<file path="src/hdl/ipcidr_pkg.sv">
`timescale 1ns / 1ps
// ipcidr_pkg: request types and control structs for the range-to-CIDR block.
// No dependencies; imported by every module of the block.
package ipcidr_pkg;

	localparam int unsigned FIELD_W = 32;
	localparam int unsigned PLEN_W  = 6;

	typedef struct packed {
		logic [FIELD_W-1:0] range_start;
		logic [FIELD_W-1:0] range_end;
	} range_req_t;

	typedef struct packed {
		logic [FIELD_W-1:0] block_base;
		logic [PLEN_W-1:0]  block_prefix_len;
		logic               is_last;
		logic               range_error;
	} block_req_t;

	// controller -> datapath
	typedef struct packed {
		logic load;
		logic emit;
	} ipcidr_cmd_t;

	// datapath -> controller
	typedef struct packed {
		logic last;
	} ipcidr_stat_t;

endpackage

</file>
<file path="src/hdl/ipcidr_ctrl.sv">
`timescale 1ns / 1ps
// ipcidr_ctrl: sequencer for the range-to-CIDR block and output valid flag.
// Depends on ipcidr_pkg.
module ipcidr_ctrl
	import ipcidr_pkg::*;
(
	input  logic         clk,
	input  logic         arst_n,
	input  logic         range_valid,
	output logic         range_ready,
	output logic         block_valid,
	input  logic         block_ready,
	output ipcidr_cmd_t  cmd,
	input  ipcidr_stat_t stat
);

	typedef enum logic {
		ST_IDLE,
		ST_RUN
	} state_t;

	state_t state_q;
	logic   out_valid_q;

	assign range_ready = (state_q == ST_IDLE);
	assign block_valid = out_valid_q;

	always_comb begin
		cmd.load = range_valid && (state_q == ST_IDLE);
		cmd.emit = (state_q == ST_RUN) && (!out_valid_q || block_ready);
	end

	always_ff @(posedge clk or negedge arst_n) begin
		if (!arst_n) begin
			state_q     <= ST_IDLE;
			out_valid_q <= 1'b0;
		end else begin
			if (cmd.emit) begin
				out_valid_q <= 1'b1;
			end else if (block_ready) begin
				out_valid_q <= 1'b0;
			end
			unique case (state_q)
				ST_IDLE: begin
					if (cmd.load) begin
						state_q <= ST_RUN;
					end
				end
				ST_RUN: begin
					if (cmd.emit && stat.last) begin
						state_q <= ST_IDLE;
					end
				end
				default: begin
					state_q <= ST_IDLE;
				end
			endcase
		end
	end

endmodule

</file>
<file path="src/hdl/ipcidr_dp.sv">
`timescale 1ns / 1ps
// ipcidr_dp: cursor/remaining-count registers, block size pick, result register.
// Depends on ipcidr_pkg.
module ipcidr_dp
	import ipcidr_pkg::*;
#(
	parameter int unsigned ADDR_BITS = 32
) (
	input  logic         clk,
	input  range_req_t   range_req,
	output block_req_t   block_rsp,
	input  ipcidr_cmd_t  cmd,
	output ipcidr_stat_t stat
);

	localparam int unsigned W = ADDR_BITS;
	localparam logic [W:0] TOP_BIT = {1'b1, {W{1'b0}}};

	logic [W:0]  cur_q;
	logic [W:0]  rem_q;
	logic        err_q;
	block_req_t  out_q;

	logic [W-1:0]      lo;
	logic [W-1:0]      hi;
	logic [W:0]        diff;
	logic [W-1:0]      cur_w;
	logic [W-1:0]      low_w;
	logic [W:0]        lowbit;
	logic [W:0]        smear;
	logic [W:0]        msbhot;
	logic [W:0]        size;
	logic [PLEN_W-1:0] k_bin;
	block_req_t        res;

	assign lo   = range_req.range_start[W-1:0];
	assign hi   = range_req.range_end[W-1:0];
	assign diff = {1'b0, hi} - {1'b0, lo};

	// largest aligned block at cur: lowest set bit (all of space when cur is 0)
	assign cur_w  = cur_q[W-1:0];
	assign low_w  = cur_w & (~cur_w + {{(W-1){1'b0}}, 1'b1});
	assign lowbit = (cur_w == '0) ? TOP_BIT : {1'b0, low_w};

	// largest power of two not above the remaining count
	always_comb begin
		smear = rem_q;
		for (int s = 1; s < W + 1; s = s * 2) begin
			smear = smear | (smear >> s);
		end
		msbhot = smear ^ (smear >> 1);
	end

	assign size = ((lowbit & smear) != '0) ? lowbit : msbhot;

	always_comb begin
		k_bin = '0;
		for (int i = 0; i <= W; i++) begin
			if (size[i]) begin
				k_bin = k_bin | PLEN_W'(i);
			end
		end
	end

	assign stat.last = err_q || (size == rem_q);

	always_comb begin
		if (err_q) begin
			res.block_base       = '0;
			res.block_prefix_len = '0;
			res.is_last          = 1'b1;
			res.range_error      = 1'b1;
		end else begin
			res.block_base       = FIELD_W'(cur_w);
			res.block_prefix_len = PLEN_W'(W) - k_bin;
			res.is_last          = stat.last;
			res.range_error      = 1'b0;
		end
	end

	always_ff @(posedge clk) begin
		if (cmd.load) begin
			cur_q <= {1'b0, lo};
			err_q <= diff[W];
			rem_q <= diff + {{W{1'b0}}, 1'b1};
		end else if (cmd.emit) begin
			cur_q <= cur_q + size;
			rem_q <= rem_q - size;
			out_q <= res;
		end
	end

	assign block_rsp = out_q;

endmodule

</file>
<file path="src/hdl/ip_range_to_cidr_blocks_unit.sv">
`timescale 1ns / 1ps
// ip_range_to_cidr_blocks_unit: top level, splits an address range into CIDR blocks.
// Depends on ipcidr_pkg, ipcidr_ctrl and ipcidr_dp.
//
//   channel | signals                              | direction | request type
//   range   | range_valid, range_ready, range_req  | in        | range_req_t
//   block   | block_valid, block_ready, block_rsp  | out       | block_req_t
//
// One range request is taken in the cycle it arrives while the block is idle;
// the start/end difference and the order check are done at that edge.
// After that one block is produced per cycle while the output register is not stalled
// (one step of the size-pick loop in ipcidr_dp), and range_ready stays low until the
// last block of the range is produced: at most 2*ADDR_BITS-2 blocks.
// A start above end gives a single error result.
// A stalled output register (block_ready low) simply freezes the loop.
// Reset clears the sequencer and output valid; data registers are not reset.
module ip_range_to_cidr_blocks_unit
	import ipcidr_pkg::*;
#(
	parameter int unsigned ADDR_BITS = 32
) (
	input  logic       clk,
	input  logic       arst_n,
	input  logic       range_valid,
	output logic       range_ready,
	input  range_req_t range_req,
	output logic       block_valid,
	input  logic       block_ready,
	output block_req_t block_rsp
);

	ipcidr_cmd_t  cmd;
	ipcidr_stat_t stat;

	// sequencer: owns idle/run state and the output valid flag
	ipcidr_ctrl u_ctrl (
		.clk         (clk),
		.arst_n      (arst_n),
		.range_valid (range_valid),
		.range_ready (range_ready),
		.block_valid (block_valid),
		.block_ready (block_ready),
		.cmd         (cmd),
		.stat        (stat)
	);

	// datapath: cursor, remaining count, block pick and result register
	ipcidr_dp #(
		.ADDR_BITS (ADDR_BITS)
	) u_dp (
		.clk       (clk),
		.range_req (range_req),
		.block_rsp (block_rsp),
		.cmd       (cmd),
		.stat      (stat)
	);

endmodule

</file>
<file path="config.mk">
export PLATFORM = sky130hd
export DESIGN_NAME = ip_range_to_cidr_blocks_unit
export DESIGN_NICKNAME = d
export VERILOG_FILES = /design/src/hdl/ipcidr_pkg.sv /design/src/hdl/ipcidr_ctrl.sv /design/src/hdl/ipcidr_dp.sv /design/src/hdl/ip_range_to_cidr_blocks_unit.sv
export SDC_FILE = /design/constraint.sdc
export NUM_CORES = 1
export LEC_CHECK = 0
export BUFFER_PORTS_ARGS = -buffer_cell sky130_fd_sc_hd__clkbuf_2
export CORE_MARGIN = 2
export CORE_UTILIZATION = 35
export CTS_BUF_LIST = sky130_fd_sc_hd__clkbuf_8
export DETAILED_ROUTE_END_ITERATION = 8
export PLACE_DENSITY = 0.65
export SYNTH_ARGS = -nofsm -noshare
export SYNTH_HDL_FRONTEND = slang
export SYNTH_HIERARCHICAL = 1
export SYNTH_SLANG_ARGS = --single-unit
</file>
<file path="constraint.sdc">
create_clock -name clk -period 7 [get_ports clk]
set_input_delay 0.7 -clock clk [delete_from_list [all_inputs] [get_ports clk]]
set_output_delay 0.7 -clock clk [all_outputs]
set_load 0.02 [all_outputs]
</file>
# Word-level counts from Yosys, hierarchy flattened
# Index checks and enable logic that the tools add are counted.
[classes] add_sub_neg=6 n_mul=0 n_div=0 order_cmp=0 eq_ne=3 shifts=0 n_mux=51 bitwise_logic=12 reduce_logical=12
[ops] operator="$mux W33" n=7
[ops] operator="$mux W40" n=3
[ops] operator="$mux W5" n=16
[ops] operator="$add A33 B1 Y33 const B" n=1
[ops] operator="$add A33 B33 Y33" n=1
[ops] operator="$and A33 B33 Y33" n=1
[ops] operator="$eq A33 B33 Y1" n=1
[ops] operator="$or A33 B1 Y33" n=1
[ops] operator="$or A33 B17 Y33" n=1
[ops] operator="$or A33 B25 Y33" n=1
[ops] operator="$or A33 B29 Y33" n=1
[ops] operator="$or A33 B31 Y33" n=1
[ops] operator="$or A33 B32 Y33" n=1
[ops] operator="$reduce_bool A33 Y1" n=1
[ops] operator="$sub A32 B32 Y33" n=1
[ops] operator="$sub A33 B33 Y33" n=1
[ops] operator="$xor A33 B32 Y33" n=1
[ops] operator="$add A32 B1 Y32 const B" n=1
[ops] operator="$and A32 B32 Y32" n=1
[ops] operator="$logic_not A32 Y1" n=1
[ops] operator="$mux W32" n=1
[ops] operator="$mux W4" n=8
[ops] operator="$not A32 Y32" n=1
[ops] operator="$mux W3" n=4
[ops] operator="other kinds (13)" n=27
[word_totals] register_bits=109 latchBits=0 ram_bits=0 rom_bits=0 in_bits=68 output_inout_bits=42 word_cells=94 mem_count=0

# Depth between registers and ports, before layout
# Gate-level depths: netlist of run 1.
[logic_depth] ltp_word=45 ltp_mapped=29 depth_no_buf=25

# Modules after synthesis
# Netlist of run 1, hierarchy kept.
[modules_own_cells] module="ipcidr_dp" n_inst=1 cells_each=1379 area_each_um2=11434.7 seq_area_each_um2=3183.1
[modules_own_cells] module="ipcidr_ctrl" n_inst=1 cells_each=9 area_each_um2=95.1 seq_area_each_um2=50.0

# Worst setup path before layout of run 1
# OpenSTA, ideal clock, no wires.
[synth_timing] path_type="register to register" startpoint="register u_dp.rem_q[23]" endpoint="register u_dp.cur_q[31] (data pin)" setup_ps=269 arrival_ps=6234 required_ps=6731 path_slack_ps=498 path_stages_with_launch=27 n_path_buf=3 synth_period_minus_slack_ps=6502 cell_sequence="edfxtp_1 or4_4 or2_1 buf_6 or4_4 and4_4 nor4_2 and4bb_4 and3_4 buf_6 clkbuf_1 nand2_1 a21oi_1 ha_1 a21o_1 a21oi_1 o211a_1 o2bb2ai_1 a221oi_1 o2111ai_1 a21oi_1 o31a_1 o21ai_0 or4_1 a31oi_1 xor2_1 o21ai_0"
[synth_between] elab_chain_len=13 word_cells_on_any_way=14 classes_between="add/sub: 1; mux: 4; bitwise: 8; reduce/logical: 1"
[synth_rtl] item="start: declaration" line="ipcidr_dp.sv:20" text="logic [W:0] rem_q;"
[synth_rtl] item="start signal: assignment" line="ipcidr_dp.sv:85" text="rem_q <= diff + {{W{1'b0}}, 1'b1};"
[synth_rtl] item="start signal: assignment" line="ipcidr_dp.sv:88" text="rem_q <= rem_q - size;"
[synth_rtl] item="$or A33 B32 Y33 (*)" line="ipcidr_dp.sv:49" text="smear = smear | (smear >> s);"
[synth_rtl] item="$or A33 B31 Y33 (*)" line="ipcidr_dp.sv:49"
[synth_rtl] item="$or A33 B29 Y33 (*)" line="ipcidr_dp.sv:49"
[synth_rtl] item="$or A33 B25 Y33 (*)" line="ipcidr_dp.sv:49"
[synth_rtl] item="$or A33 B17 Y33 (*)" line="ipcidr_dp.sv:49"
[synth_rtl] item="$or A33 B1 Y33 (*)" line="ipcidr_dp.sv:49"
[synth_rtl] item="$and A33 B33 Y33" line="ipcidr_dp.sv:54" text="assign size = ((lowbit & smear) != '0) ? lowbit : msbhot;"
[synth_rtl] item="$reduce_bool A33 Y1" line="ipcidr_dp.sv:54"
[synth_rtl] item="$mux W33 (*)" line="ipcidr_dp.sv:54"
[synth_rtl] item="$add A33 B33 Y33 (*)" line="ipcidr_dp.sv:87" text="cur_q <= cur_q + size;"
[synth_rtl] item="$mux W33 (*)" line="ipcidr_dp.sv:86" text="end else if (cmd.emit) begin"
[synth_rtl] item="$mux W33 (*)" line="ipcidr_dp.sv:82" text="if (cmd.load) begin"
[synth_rtl] item="$mux W32 (*)" line="ipcidr_dp.sv:82"
[synth_rtl] item="end signal: assignment" line="ipcidr_dp.sv:83" text="cur_q <= {1'b0, lo};"
[synth_rtl] item="end signal: assignment" line="ipcidr_dp.sv:87"
[synth_rtl] item="end: declaration" line="ipcidr_dp.sv:19" text="logic [W:0] cur_q;"
# Mark *: on every way between the ends. The rest lies on a longest branch, timed or not. The select of a mux whose other input is x is not followed.
# A chain may end at the register's enable or synchronous reset.

# Worst setup path in the final report of run 1
[layout_timing] startpoint="register u_dp.rem_q[32]" endpoint="register u_dp.rem_q[28] (data pin)"
[layout_between] elab_chain_len=13 word_cells_on_any_way=14 classes_between="add/sub: 1; mux: 4; bitwise: 8; reduce/logical: 1"
[layout_rtl] item="$or A33 B32 Y33 (*)" line="ipcidr_dp.sv:49"
[layout_rtl] item="$or A33 B31 Y33 (*)" line="ipcidr_dp.sv:49"
[layout_rtl] item="$or A33 B29 Y33 (*)" line="ipcidr_dp.sv:49"
[layout_rtl] item="$or A33 B25 Y33 (*)" line="ipcidr_dp.sv:49"
[layout_rtl] item="$or A33 B17 Y33 (*)" line="ipcidr_dp.sv:49"
[layout_rtl] item="$or A33 B1 Y33 (*)" line="ipcidr_dp.sv:49"
[layout_rtl] item="$and A33 B33 Y33" line="ipcidr_dp.sv:54"
[layout_rtl] item="$reduce_bool A33 Y1" line="ipcidr_dp.sv:54"
[layout_rtl] item="$mux W33 (*)" line="ipcidr_dp.sv:54"
[layout_rtl] item="$sub A33 B33 Y33 (*)" line="ipcidr_dp.sv:88"
[layout_rtl] item="$mux W33 (*)" line="ipcidr_dp.sv:86"
[layout_rtl] item="$mux W33 (*) (2 in a row)" line="ipcidr_dp.sv:82"
# Marked as above.

==> flow_summary.ini, run 1 <==
[yosys]
netlist.area_leader.share_pct = 27.6
synthCells = 1388
synth_compound_area_share_pct = 21.6
synth-edff-count = 106
muxShareOfSynthArea_pct = 0.912
yosysWarnings = 6
async_flop_share_pct = 1.85
synth_area_leaders = edfxtp_1, ha_1, a21oi_1
syn_avg_cell_area_um2 = 8.31
syn_nets = 1556
synth_fa_ha_area_share_pct = 11.0
synthXorXnorAreaFrac_pct = 8.51
synth-main-ff-cell = edfxtp_1
synth.distinct_cells = 95
ys_seq_area_share_pct = 28.0
synth-seq-cells = 108
synth_simple_gate_area_share_pct = 25.4
synth_area_um2 = 11500
synth_top_cell_by_area = edfxtp_1
synth_top_family_by_area = simple AND/OR/NAND/NOR gates

[worst_setup_path]
critPathLaunchType = flop
rr_startpoint = u_dp/rem_q[32]$_DFFE_PP_
arrival_ns = 6.84
cpMaxStageDelayCell = or4_4
path_class = reg2reg
crit_path_max_fanout = 7
worstSetupStartpoint = u_dp/rem_q[32]$_DFFE_PP_
crit_path_max_incr_delay_ns = 0.55
end_kind = flop
required_ns = 7.14

[floorplanning]
fp.dieH_um = 186
die-area_um2 = 34400
rows = 66
core_um2 = 32500
die_width_um = 186
boundaryPins = 110
initial_core_util_pct = 35.5

[timing]
slew-limit-headroom_pct = 24.8
post-route-min-period_ns = 6.70
rsz0062_at_grt = false
setup_violations = 0
max_freq_ghz = 0.149
worst_slew_pin_slew_ns = 1.13
period_share_pct = 95.6
worst_clock_skew_ns = 0.0237
hold_viol_final = 0
finalMaxSlewViolations = 0
timing.setup.tns_ns = 0

[place]
placed_area_um2 = 13400
dpl.cell_count = 2028
gp_congestion = 0.979
dp_hpwl_um = 31200
portBuffers = 109

[route]
wl_met2_um = 15600
route.detailed.drc = 0
met1_length_um = 18700
antenna_left = 0
drtIter0Drc = 930
wl_met3_um = 2350
vias = 11200
first_pass_iters = 5
wl_um = 37500
viasPerCell = 5.47
wl_per_cell_um = 18.3
top_layer_used = met4

[cells_and_area]
syn2layout_area_growth_pct = 18.3
drive_above_1_share_pct = 19.1
nets = 1765
fin_area_um2 = 13600
instances_no_fill = 2043
n_antenna_cell = 0

[clocking]
post-cts-setup-buffer-count = 0
cts_buffer_depth = 2
htree_levels = 3
clk_latency_ns = 0.44
numCtsBuffers = 9
clk_pin_slew_ns = 0.11
cts.sinks = 108
tritoncts = built
cts_root_buffer = clkbuf_8

[pwr]
ir_worst_vdd_mv = 0.137
power_density_nw_per_um2 = 348
leakage_uw = 0.00576

[grt]
grt_first_pass_wirelength_um = 58100
grt_pass1_vias = 10400
grtUsageTotal_pct = 21.9
grt_max_degree = 72
grt_remaining_overflow = 0
antenna_found_initial = 0

[min_path]
hold_path_class = in2async

[run_status]
status = complete, no violations

[run]
max_cap_violations = 0
-- per-layer routing --
layer / vias to the layer above / track usage (%)
met5: - / 0
met4: 0 / 6.67
met3: 40 / 2.64
met2: 390 / 32.5
met1: 5206 / 33.0
li1: 5535 / -
-- critical path, delay by kind of cell (launching register included) --
family	cells	cell delay (ns)
xor gates and xnor gates	1	0.13
adders and majority gates	2	0.55
DFF	1	0.52
buffers and inverters	4	0.49
and+or+nand+nor	8	2.47
AOI/OAI and AO/OA	13	2.25
-- flip-flops by register name, summed over array words and instances, names as in the netlist --
name,flops
u_dp/err_q,1
u_ctrl/state_q,1
u_dp/cur_q,32
u_dp/block_rsp,40
u_ctrl/block_valid,1
u_dp/rem_q,33
-- layout by cell type (no fill, tap or decap), types with 10 or more instances in the layout --
cell type	instances
a21o_1	45
a21oi_1	115
a31oi_1	20
and3_1	16
buf_4	127
clkbuf_2	109
edfxtp_1	106
ha_1	97
inv_1	95
nand2_1	114
nand2b_1	17
nand3_1	44
nand4_1	18
nor2_1	129
nor2b_1	47
nor3_1	41
nor4_1	15
o21a_1	22
o21ai_0	77
o21bai_1	11
o31ai_1	10
or3_1	12
xnor2_1	63
xor2_1	49
-- stage by stage --
stage / total power, uW / util [%] / hold WS, ns / setup slack [ns]
2_1_floorplan: 3260 / - / 0.404 / 0.498
3_3_place_gp: 4280 / 41.4 / 0.487 / 0.456
3_5_place_dp: 4300 / 41.4 / 0.487 / 0.296
4_1_cts: 4710 / 42.0 / 0.0206 / 0.238
5_1_grt: 5090 / 42.0 / 0.0295 / 0.00217
6_report: 4740 / 42.0 / 0.0370 / 0.305
-- synthesized netlist by cell type, types with 9 or more instances --
library cell,number
a211oi_1,9
a21o_1,45
a21oi_1,116
a31oi_1,20
and3_1,16
clkbuf_1,31
edfxtp_1,106
ha_1,97
inv_1,95
nand2_1,114
nand2b_1,17
nand3_1,44
nand4_1,18
nor2_1,129
nor2b_1,49
nor3_1,42
nor4_1,16
o21a_1,22
o21ai_0,77
o21bai_1,11
o31ai_1,10
or2_2,9
or3_1,12
xnor2_1,63
xor2_1,49
-- area by class of cell --
class	count	area, um2
Clock buffer	9	124
Inverter	95	357
Fill cell	3330	18800
Timing Repair Buffer	236	1500
Multi-Input combinational cell	1147	7810
Clock inverter	6	60.1
Sequential cell	108	3230
Tap cell	442	553
-- logic make-up after synthesis --
kind of cell | Yosys count
flip-flops | 108
XOR/XNOR | 112
AO/OA/AOI/OAI | 385
adder cells (fa/ha/maj) | 100
buffers and inverters | 133
AND/OR/NAND/NOR | 540
multiplexers | 10
-- power by group --
group          internal [uW]  leakage, uW  switching, uW
clock                    135    0.0000930            255
combinational           1300      0.00460           1700
sequential              1100      0.00106            256
total                   2530      0.00576           2210
-- worst paths after layout --
check | end | slack [ns] | cells past startpoint
worst max register to register | u_dp/rem_q[28]$_DFFE_PP_ | 0.30 | 28
max in group asynchronous | u_ctrl/state_q$_DFF_PN0_ | 6.87 | 1
min in group clk | u_ctrl/state_q$_DFF_PN0_ | 0.54 | 3
worst min register to register | u_ctrl/block_valid$_DFFE_PN0P_ | 0.55 | 2
worst max-delay path | u_dp/rem_q[28]$_DFFE_PP_ | 0.30 | 28
worst min-delay path | u_ctrl/block_valid$_DFFE_PN0P_ | 0.04 | 1
-- repair_timing --
item	in CTS	in global routing
hold buffers	0	0
hold endpoints to repair	0	0
resized for setup	0	4
setup endpoints to repair	0	6
Power figures use the tool's default switching activity.
==> inputs of run 2 (changes only) <==
==> constraint.sdc (replaced) <==
create_clock -name clk -period 7 [get_ports clk]
set_input_delay 1.05 -clock clk [delete_from_list [all_inputs] [get_ports clk]]
set_output_delay 1.05 -clock clk [all_outputs]
set_load 0.02 [all_outputs]
==> flow_summary.ini, run 2 (synthesis gave the netlist of run 1 again) <==
[run_status]
status = complete, no violations

[grt]
grt_use_met2_pct = 32.5
grt_remaining_overflow = 0
antenna_found_initial = 0
grt-busiest-layer = met1
grt_pass1_vias = 10600
grtUsageTotal_pct = 22.3
grtUsageMet3_pct = 2.60
grt_max_degree = 72
use_met1_pct = 33.2
grt_first_pass_wirelength_um = 58900

[timing]
setup_violations = 0
post-route-min-period_ns = 6.59
timing.setup.tns_ns = 0
slew-limit-headroom_pct = 25.5
finalMaxSlewViolations = 0
max_freq_ghz = 0.152
hold_viol_final = 0
period_share_pct = 94.2
fin_ws_ns = 0.405
worst_slew_pin_slew_ns = 1.12
rsz0062_at_grt = false
worst_clock_skew_ns = 0.0287

[clocking]
htree_levels = 3
clk_latency_ns = 0.44
hold_buffers = 0
cts_buffer_depth = 2
clk_pin_slew_ns = 0.13
cts.sinks = 108
cts_root_buffer = clkbuf_8
tritoncts = built
numCtsBuffers = 9

[floorplanning]
die-area_um2 = 34400
boundaryPins = 110
die_width_um = 186
core_um2 = 32500
fp.dieH_um = 186
rows = 66
initial_core_util_pct = 35.5

[route]
drtIter0Drc = 977
route.detailed.drc = 0
first_pass_iters = 7
antenna_left = 0
wl_per_cell_um = 18.6
wl_um = 38100
viasPerCell = 5.55
vias = 11400

[worst_setup_path]
arrival_ns = 6.75
critPathLaunchType = flop
path_class = reg2reg
critPathTopFamily = simple AND/OR/NAND/NOR gates
crit_path_max_incr_delay_ns = 0.84
end_kind = flop
required_ns = 7.16
cpMaxStageDelayCell = nor4_1
crit_path_max_fanout = 6
path_buf_inv = 3

[pwr]
leakage_uw = 0.00578
ir_worst_vdd_mv = 0.149
power_density_nw_per_um2 = 348

[cells_and_area]
drive_above_1_share_pct = 19.3
n_antenna_cell = 0
syn2layout_area_growth_pct = 18.5
final_cell_mix = nor2_1, buf_4, a21oi_1, nand2_1, clkbuf_2
largest_reg_flops = 40
fin_area_um2 = 13700
nets = 1767

[place]
pre_cts_slack_ns = 0.359
portBuffers = 109
dp_hpwl_um = 31800
gp_congestion = 0.980
placed_area_um2 = 13400

[run]
max_cap_violations = 0

[min_path]
hold_path_class = in2async
[run 2: cell count changes in the layout (fill, tap and decap cells not counted), sizes merged]
cell    change
buf         +2
inv         +2
clkinv      -1
[run 2: layout make-up]
cell class              count  area, um2
fillers                  3291      18800
clock inverters             7       58.8
clock buffers               9        124
inverters                  95        357
repair buffers            238       1510
well taps                 442        553
flip-flops and latches    108       3230
multi-input cells        1147       7830
[run 2: per-layer routing]
metal / share of wire [%] / wire [um]
met1: 49 / 18500
met2: 41 / 15600
met3: 6.8 / 2580
met4: 3.7 / 1430
met5: 0 / 0
[run 2: final timing paths]
kind,from,endpoint,slack (ns),depth (start not counted)
max,u_dp/cur_q[19]$_DFFE_PP_,u_dp/cur_q[31]$_DFFE_PP_,0.41,25
max in group asynchronous,arst_n,u_ctrl/state_q$_DFF_PN0_,6.51,1
min in group clk,u_ctrl/block_valid$_DFFE_PN0P_,u_ctrl/block_valid$_DFFE_PN0P_,0.56,2
max reg2reg,u_dp/cur_q[19]$_DFFE_PP_,u_dp/cur_q[31]$_DFFE_PP_,0.41,25
min,arst_n,u_ctrl/block_valid$_DFFE_PN0P_,0.39,1
min reg2reg,u_ctrl/block_valid$_DFFE_PN0P_,u_ctrl/block_valid$_DFFE_PN0P_,0.56,2
[run 2: report_power, final]
part / internal, uW / switching, uW / total [uW]
clock network: 135 / 251 / 387
registers: 1100 / 257 / 1350
logic: 1300 / 1710 / 3010
total: 2540 / 2220 / 4750
[run 2: stage by stage]
| stage | std cells | hold slack (ns) | utilization, % | power (uW) |
|---|---|---|---|---|
| after floorplan | 1388 | 0.485 | - | 3260 |
| after global placement | 2029 | 0.519 | 41.4 | 4280 |
| after detailed placement | 2029 | 0.541 | 41.4 | 4310 |
| after CTS | 2045 | 0.365 | 42.0 | 4720 |
| after global routing | 2046 | 0.379 | 42.1 | 5130 |
| final | 2046 | 0.394 | 42.1 | 4750 |
[run 2: timing repair]
| item | 4_1_cts | 5_1_grt |
|---|---|---|
| endpoints found under the setup margin | 0 | 5 |
| buffers inserted | 0 | 1 |
| gates resized for setup | 0 | 7 |
